[src/rtl/bdc_pkg.sv]
// Shared types and codes for the button debounce and click detector.
package bdc_pkg;

    localparam int NOW_WIDTH = 16;
    localparam int DELAY_WIDTH = 8;
    localparam int CFG_ADDR_WIDTH = 2;
    localparam int S_TDATA_WIDTH = 24;
    localparam int M_TDATA_WIDTH = 8;

    typedef logic [1:0] cmd_t;
    localparam cmd_t CMD_TICK        = 2'd0;
    localparam cmd_t CMD_GET_CLEAR   = 2'd1;
    localparam cmd_t CMD_TEST_CLICK  = 2'd2;
    localparam cmd_t CMD_TEST_DOUBLE = 2'd3;

    typedef logic [1:0] status_t;
    localparam status_t ST_INACTIVE = 2'd0;
    localparam status_t ST_ACTIVE   = 2'd1;
    localparam status_t ST_CLICKED  = 2'd2;
    localparam status_t ST_DOUBLE   = 2'd3;

    typedef logic [CFG_ADDR_WIDTH-1:0] cfg_addr_t;
    localparam cfg_addr_t REG_DEBOUNCE_DELAY     = 2'd0;
    localparam cfg_addr_t REG_CLICK_DELAY        = 2'd1;
    localparam cfg_addr_t REG_DOUBLE_CLICK_DELAY = 2'd2;

    typedef struct packed {
        logic [DELAY_WIDTH-1:0] debounce_delay;
        logic [DELAY_WIDTH-1:0] click_delay;
        logic [DELAY_WIDTH-1:0] double_click_delay;
    } cfg_t;

    typedef struct packed {
        logic [NOW_WIDTH-1:0] now_ticks;
        logic                 pin_level;
        cmd_t                 command;
    } item_t;

    typedef struct packed {
        logic    event_hit;
        status_t button_status;
    } result_t;

endpackage

[src/rtl/bdc_core.sv]
// Debounce state, click classification and queries: one item per fire cycle.
module bdc_core
    import bdc_pkg::*;
#(
    parameter int TIME_WIDTH = 16
) (
    input  logic    aclk,
    input  logic    aresetn,
    input  logic    fire,
    input  cfg_t    cfg,
    input  item_t   item,
    output result_t result
);

    logic                  deb_reg, deb_next;
    logic [TIME_WIDTH-1:0] stable_reg, stable_next;
    logic [TIME_WIDTH-1:0] press_reg, press_next;
    logic [TIME_WIDTH-1:0] release_reg, release_next;
    logic                  cp_reg, cp_next;
    logic                  dcp_reg, dcp_next;
    status_t               status_reg, status_next;

    logic                  pressed;
    logic [TIME_WIDTH-1:0] now;
    logic [TIME_WIDTH-1:0] dd, cd, dcd;
    logic                  flipped;
    logic                  deb1, cp1, cp2, dcp2;
    status_t               st1, st2;

    assign pressed = ~item.pin_level;
    assign now     = TIME_WIDTH'(item.now_ticks);
    assign dd      = TIME_WIDTH'(cfg.debounce_delay);
    assign cd      = TIME_WIDTH'(cfg.click_delay);
    assign dcd     = TIME_WIDTH'(cfg.double_click_delay);

    always_comb begin
        deb_next     = deb_reg;
        stable_next  = stable_reg;
        press_next   = press_reg;
        release_next = release_reg;
        cp_next      = cp_reg;
        dcp_next     = dcp_reg;
        status_next  = status_reg;
        result.button_status = status_reg;
        result.event_hit     = 1'b0;

        // debounce: elapsed time is the modulo difference of time stamps
        flipped = (pressed != deb_reg) && ((now - stable_reg) >= dd);
        deb1    = flipped ? pressed : deb_reg;
        cp1     = cp_reg | (flipped & pressed);

        // latched events survive ticks
        st1 = status_reg;
        if (status_reg != ST_CLICKED && status_reg != ST_DOUBLE) begin
            if (deb1) begin
                if (!cp1) begin
                    st1 = ST_ACTIVE;
                end
            end else begin
                st1 = ST_INACTIVE;
            end
        end

        // debounced release of a short press
        cp2  = cp1;
        dcp2 = dcp_reg;
        st2  = st1;
        if (flipped && !pressed && cp1) begin
            cp2 = 1'b0;
            if (dcp_reg) begin
                st2  = ST_DOUBLE;
                dcp2 = 1'b0;
            end else begin
                dcp2 = 1'b1;
            end
        end

        case (item.command)
            CMD_TICK: begin
                deb_next    = deb1;
                stable_next = (pressed == deb_reg) ? now : stable_reg;
                if (flipped && pressed) begin
                    press_next = now;
                end
                if (flipped && !pressed && cp1 && !dcp_reg) begin
                    release_next = now;
                end
                cp_next = cp2 && !((now - press_next) >= cd);
                dcp_next = dcp2;
                status_next = st2;
                if (dcp2 && ((now - release_next) >= dcd)) begin
                    dcp_next    = 1'b0;
                    status_next = ST_CLICKED;
                end
                result.button_status = status_next;
            end
            CMD_GET_CLEAR: begin
                if (status_reg == ST_CLICKED || status_reg == ST_DOUBLE) begin
                    status_next = ST_INACTIVE;
                end
            end
            CMD_TEST_CLICK: begin
                if (status_reg == ST_CLICKED) begin
                    status_next      = ST_INACTIVE;
                    result.event_hit = 1'b1;
                end
            end
            default: begin
                if (status_reg == ST_DOUBLE) begin
                    status_next      = ST_INACTIVE;
                    result.event_hit = 1'b1;
                end
            end
        endcase
    end

    always_ff @(posedge aclk) begin
        if (!aresetn) begin
            deb_reg     <= 1'b0;
            stable_reg  <= '0;
            press_reg   <= '0;
            release_reg <= '0;
            cp_reg      <= 1'b0;
            dcp_reg     <= 1'b0;
            status_reg  <= ST_INACTIVE;
        end else if (fire) begin
            deb_reg     <= deb_next;
            stable_reg  <= stable_next;
            press_reg   <= press_next;
            release_reg <= release_next;
            cp_reg      <= cp_next;
            dcp_reg     <= dcp_next;
            status_reg  <= status_next;
        end
    end

    a_hit_only_on_test: assert property (@(posedge aclk) disable iff (!aresetn)
        fire && result.event_hit |->
            (item.command == CMD_TEST_CLICK || item.command == CMD_TEST_DOUBLE))
        else $error("event hit on a non-test command");

    a_query_keeps_timing: assert property (@(posedge aclk) disable iff (!aresetn)
        fire && item.command != CMD_TICK |=>
            $stable(press_reg) && $stable(release_reg) && $stable(deb_reg)
            && $stable(stable_reg))
        else $error("query changed timing state");

    a_hit_clears_status: assert property (@(posedge aclk) disable iff (!aresetn)
        fire && result.event_hit |=> status_reg == ST_INACTIVE)
        else $error("consumed event still latched");

    a_double_needs_pending: assert property (@(posedge aclk) disable iff (!aresetn)
        fire && item.command == CMD_TICK && status_reg != ST_DOUBLE
            && status_next == ST_DOUBLE |-> dcp_reg)
        else $error("double click without open window");

endmodule

[src/rtl/button_debounce_click_detector.sv]
// Top level: stream ports, configuration registers and the input and result stages.
//
// Usage: each s_ transaction carries one command. A tick (command 0) samples the
// raw active-low pin and a time stamp; queries (1 get state and clear, 2 test
// clicked, 3 test double clicked) read and consume latched click events.
// Every input transaction yields exactly one m_ transaction holding the button
// status and an event-hit flag.
// An accepted item goes to the input register, then the result register, which
// drives m_tvalid. Throughput: one transaction per cycle while m_tready is high;
// the state update in bdc_core is three TIME_WIDTH-bit subtractions and compares.
// Configuration: cfg_we writes register cfg_addr (0 debounce delay, 1 click
// delay, 2 double-click delay); other indexes are ignored. Write only while idle.
// Reset (aresetn low, synchronous) clears delays, timing state and both stages.
// Stall: while m_tready is low a result holds; one more item may wait in the
// input register, after which s_tready drops until the result is taken.
module button_debounce_click_detector
    import bdc_pkg::*;
#(
    parameter int TIME_WIDTH = 16
) (
    input  logic                      aclk,
    input  logic                      aresetn,
    input  logic                      cfg_we,
    input  logic [CFG_ADDR_WIDTH-1:0] cfg_addr,
    input  logic [DELAY_WIDTH-1:0]    cfg_wdata,
    input  logic                      s_tvalid,
    output logic                      s_tready,
    // command [1:0], pin_level [2], now_ticks [18:3], zero pad [23:19]
    input  logic [S_TDATA_WIDTH-1:0]  s_tdata,
    output logic                      m_tvalid,
    input  logic                      m_tready,
    // button_status [1:0], event_hit [2], zero pad [7:3]
    output logic [M_TDATA_WIDTH-1:0]  m_tdata
);

    cfg_t    cfg_reg;
    item_t   in_item_reg;
    logic    in_valid_reg;
    result_t out_result_reg;
    logic    out_valid_reg;
    result_t result;
    logic    advance;

    // move the held item into the result stage when that stage frees up
    assign advance  = in_valid_reg && (!out_valid_reg || m_tready);
    assign s_tready = !in_valid_reg || advance;

    always_ff @(posedge aclk) begin
        if (!aresetn) begin
            cfg_reg <= '0;
        end else if (cfg_we) begin
            unique case (cfg_addr)
                REG_DEBOUNCE_DELAY:     cfg_reg.debounce_delay     <= cfg_wdata;
                REG_CLICK_DELAY:        cfg_reg.click_delay        <= cfg_wdata;
                REG_DOUBLE_CLICK_DELAY: cfg_reg.double_click_delay <= cfg_wdata;
                default: ;
            endcase
        end
    end

    always_ff @(posedge aclk) begin
        if (!aresetn) begin
            in_valid_reg  <= 1'b0;
            out_valid_reg <= 1'b0;
        end else begin
            if (s_tvalid && s_tready) begin
                in_valid_reg <= 1'b1;
            end else if (advance) begin
                in_valid_reg <= 1'b0;
            end
            if (advance) begin
                out_valid_reg <= 1'b1;
            end else if (m_tready) begin
                out_valid_reg <= 1'b0;
            end
        end
    end

    always_ff @(posedge aclk) begin
        if (s_tvalid && s_tready) begin
            in_item_reg <= item_t'(s_tdata[$bits(item_t)-1:0]);
        end
        if (advance) begin
            out_result_reg <= result;
        end
    end

    bdc_core #(
        .TIME_WIDTH(TIME_WIDTH)
    ) u_core (
        .aclk    (aclk),
        .aresetn (aresetn),
        .fire    (advance),
        .cfg     (cfg_reg),
        .item    (in_item_reg),
        .result  (result)
    );

    assign m_tvalid = out_valid_reg;
    assign m_tdata  = M_TDATA_WIDTH'(out_result_reg);

    a_full_blocks_input: assert property (@(posedge aclk) disable iff (!aresetn)
        in_valid_reg && out_valid_reg && !m_tready |-> !s_tready)
        else $error("input accepted with both stages full");

    a_advance_fills_output: assert property (@(posedge aclk) disable iff (!aresetn)
        advance |=> out_valid_reg)
        else $error("advanced item did not reach the result stage");

    a_stalled_result_kept: assert property (@(posedge aclk) disable iff (!aresetn)
        out_valid_reg && !m_tready |=> out_valid_reg && $stable(out_result_reg))
        else $error("stalled result lost");

endmodule
[config.mk]
export PLATFORM = sky130hd
export DESIGN_NAME = button_debounce_click_detector
export DESIGN_NICKNAME = d
export VERILOG_FILES = /design/src/rtl/bdc_pkg.sv /design/src/rtl/bdc_core.sv /design/src/rtl/button_debounce_click_detector.sv
export SDC_FILE = /design/constraint.sdc
export NUM_CORES = 1
export LEC_CHECK = 0
export ABC_AREA = 1
export ABC_CLOCK_PERIOD_IN_PS = 5700
export BUFFER_PORTS_ARGS = -buffer_cell sky130_fd_sc_hd__buf_2
export CAP_MARGIN = 20
export CORE_ASPECT_RATIO = 1.5
export CORE_UTILIZATION = 43
export DETAILED_ROUTE_END_ITERATION = 10
export GPL_ROUTABILITY_DRIVEN = 0
export PLACE_DENSITY = 0.62
export SYNTH_ARGS = -nofsm -noshare
export SYNTH_HDL_FRONTEND = slang
export SYNTH_HIERARCHICAL = 1
export SYNTH_SLANG_ARGS = --single-unit
[constraint.sdc]
create_clock -name aclk -period 5.7 [get_ports aclk]
set_input_delay 1.14 -clock aclk [delete_from_list [all_inputs] [get_ports aclk]]
set_output_delay 1.14 -clock aclk [all_outputs]
set_load 0.01 [all_outputs]
==> flow_metrics.env <==
export IMPL_cts_tree="built"
export IMPL_slowest_stage="edfxtp_1"
export IMPL_die_h_um=165
export IMPL_r2r_slack_ns=0.36
export IMPL_die_w_um=111
export IMPL_holdPathStages=2
export IMPL_clock_latency_ns=0.35
export IMPL_crit_path_max_fanout=7
export IMPL_yosys_top_cells_area="dfxtp_1 21%, nand2_1 14%, ha_1 11%"
export IMPL_grt_max_degree=64
export IMPL_dr_pass1_iters=5
export IMPL_grt_pass1_wl_um=30100
export IMPL_p_switching_w=0.000637
export IMPL_setup_viol=0
export IMPL_yosysUniqueCellTypes=42
export IMPL_hold_class="reg -> reg"
export IMPL_synth_warnings=6
export IMPL_fin_skew_ns=0.0125
export IMPL_peakVddDrop_mv=0.150
export IMPL_postRouteAntennaNets=0
export IMPL_cts_buffer_depth=2
export IMPL_cts_hold_buf=0
export IMPL_final_hold_viol_count=0
export IMPL_start_util=0.438
export IMPL_clkPwrFrac=0.314
export IMPL_nets=1304
export IMPL_drt_wl_total_um=18500
export IMPL_startpoint_type="register"
export IMPL_h_tree_depth=3
export IMPL_avgSynthCellArea_um2=6.80
export IMPL_path_class="reg -> reg"
export IMPL_p_leak_nw=4.28
export IMPL_period_minus_slack_ns=5.34
export IMPL_routedWlPerCell_um=13.1
export IMPL_portBuffers=38
export IMPL_r2r_start="in_item_reg[6]"
export IMPL_gr_total_overflow=0
export IMPL_reg2regPathDepth=35
export IMPL_switching_share=0.322
export IMPL_fin_hold_ws_ns=0.465
export IMPL_cts_root_buf="clkbuf_16"
export IMPL_n_antenna_cell=0
export IMPL_post_route_util=0.510
export IMPL_synth_edf_count=22
export IMPL_critical_path_arrival_ns=5.45
export IMPL_via_per_inst=4.96
export IMPL_worst_pin_slew_ns=0.829
export IMPL_antenna_found_initial=0
export IMPL_drv_cap=0
export IMPL_syn_area_um2=7590
export IMPL_synth_top_area_share=0.208
export IMPL_grt_pass1_vias=6499
export IMPL_end_kind="register"
export IMPL_cts_reportedPaths_clkPinSlew_ns=0.07
export IMPL_cp_required_ns=5.81
export IMPL_instances_no_fill=1415
export IMPL_fmax_ghz=0.187
export IMPL_cpLargestDelayFamily="simple AND/OR/NAND/NOR gates"
export IMPL_worst_r2r_endpoint="m_tdata[1]"
export IMPL_crit_buf_inv=2
export IMPL_async_flop_share=0
export IMPL_ys_flop_type="dfxtp_1"
export IMPL_drive_gt1_frac=0.157
export IMPL_status="finished, final reports clean"
export IMPL_cts_buffers_inserted=9
export IMPL_hold_end="u_core/stable_reg[13]"
export IMPL_die_area_um2=18200
export IMPL_place_area_um2=8200
export IMPL_fp_coreArea_um2=17300
export IMPL_max_slew_margin=0.447
export IMPL_yosysSeqAreaShare=0.295
export IMPL_p_seq_frac=0.397
export IMPL_critPathMaxStageDelay_ns=0.48
export IMPL_synth_top_cells_by_count="274 x nand2_1, 196 x inv_1, 122 x nor2_1"
export IMPL_finalMaxSlewViolations=0
export IMPL_final_area_um2=8840
export IMPL_synth_top_cell_by_area="dfxtp_1"
export IMPL_ys_seq_elements=101
export IMPL_area_growth_syn_to_layout_pct=16.4
export IMPL_yosysMostFrequentCell="nand2_1"
export IMPL_holdCritStartpoint="u_core/stable_reg[13]"
export IMPL_row_count=59
export IMPL_place_hpwl_um=14400
export IMPL_grt_usage=0.206
export IMPL_synthCells=1116
export IMPL_drt_iter0_drc=222
export IMPL_post_route_period_util=0.937
export IMPL_clock_sinks=101
export IMPL_p_int_w=0.00134
export IMPL_largest_reg_flops=24
export IMPL_vias=7023
export IMPL_power_per_cell_area_nw_per_um2=224
export IMPL_num_io_pins=49
export IMPL_cp_common_cell="nand2_1"
export IMPL_finalPower_w=0.00198
export IMPL_drc=0
export IMPL_p_comb_frac=0.289
export IMPL_place_inst=1382
logic make-up after synthesis:
group           synth area share
simple gates               0.278
other cells             0.000494
compound gates             0.151
fa+ha+maj                  0.115
flops                      0.295
xor+xnor                  0.0288
buf+inv                    0.128
mux                      0.00264
how the worst max path moves through the flow:
stage | from | to | depth (start not counted) | slack [ns]
after floorplan | in_item_reg[4] | m_tdata[1] | 38 | 0.45
after global routing | in_item_reg[6] | u_core/cp_reg | 36 | -0.12
final | in_item_reg[6] | m_tdata[1] | 35 | 0.36
after CTS | in_item_reg[3] | u_core/cp_reg | 37 | 0.05
after detailed placement | in_item_reg[6] | m_tdata[1] | 36 | -0.04
after global placement | in_item_reg[6] | m_tdata[1] | 36 | 0.02
tightest hold or removal path, cell delays in order (launching register included):
cell and delay, ns:
dfxtp_1 0.30, inv_1 0.06, a21oi_1 0.06
power groups by stage:
stage | clock network (W) | registers, W | logic (W)
floorplan | 0 | 0.000795 | 0.000387
global placement | 0 | 0.000800 | 0.000517
detailed placement | 0 | 0.000801 | 0.000526
CTS | 0.000642 | 0.000784 | 0.000530
global route | 0.000663 | 0.000789 | 0.000653
finish | 0.000620 | 0.000785 | 0.000571
placed cells by master, fill, tap and decap left out, types with 13 or more instances in the layout:
cell type / count
xor2_1: 17
edfxtp_1: 22
dfxtp_1: 79
a21oi_2: 17
ha_1: 55
o21ai_0: 49
nand2_1: 267
inv_1: 195
nand4_1: 13
nor2_1: 118
buf_4: 61
buf_2: 38
o211ai_1: 14
nand3_1: 43
a21oi_1: 74
repair_timing:
action | 4_1_cts | 5_1_grt
pin swaps | 0 | 28
resized for setup | 1 | 46
setup buffers | 1 | 16
endpoints found under the setup margin | 1 | 6
layout make-up:
class / instances / area, um^2
well taps: 213 / 267
flip-flops and latches: 101 / 2240
fillers: 1773 / 8510
inverters: 197 / 747
clock buffers: 10 / 229
clock inverters: 6 / 63.8
repair buffers: 101 / 679
multi-input cells: 787 / 4610
stage by stage:
step,TNS [ns],setup WS [ns]
after floorplan,0,0.452
after global placement,0,0.0167
after detailed placement,-0.0416,-0.0416
after CTS,0,0.0519
after global routing,-0.223,-0.118
final,0,0.358
per-layer routing:
| metal | track usage | vias up | part of all wire |
|---|---|---|---|
| met5 | 0 | - | 0 |
| met4 | 0.0830 | 0 | 0.029 |
| met3 | 0.0220 | 28 | 0.028 |
| met2 | 0.389 | 91 | 0.51 |
| met1 | 0.236 | 3183 | 0.43 |
| li1 | - | 3721 | - |
No activity file was read; power rests on OpenSTA's default activity.
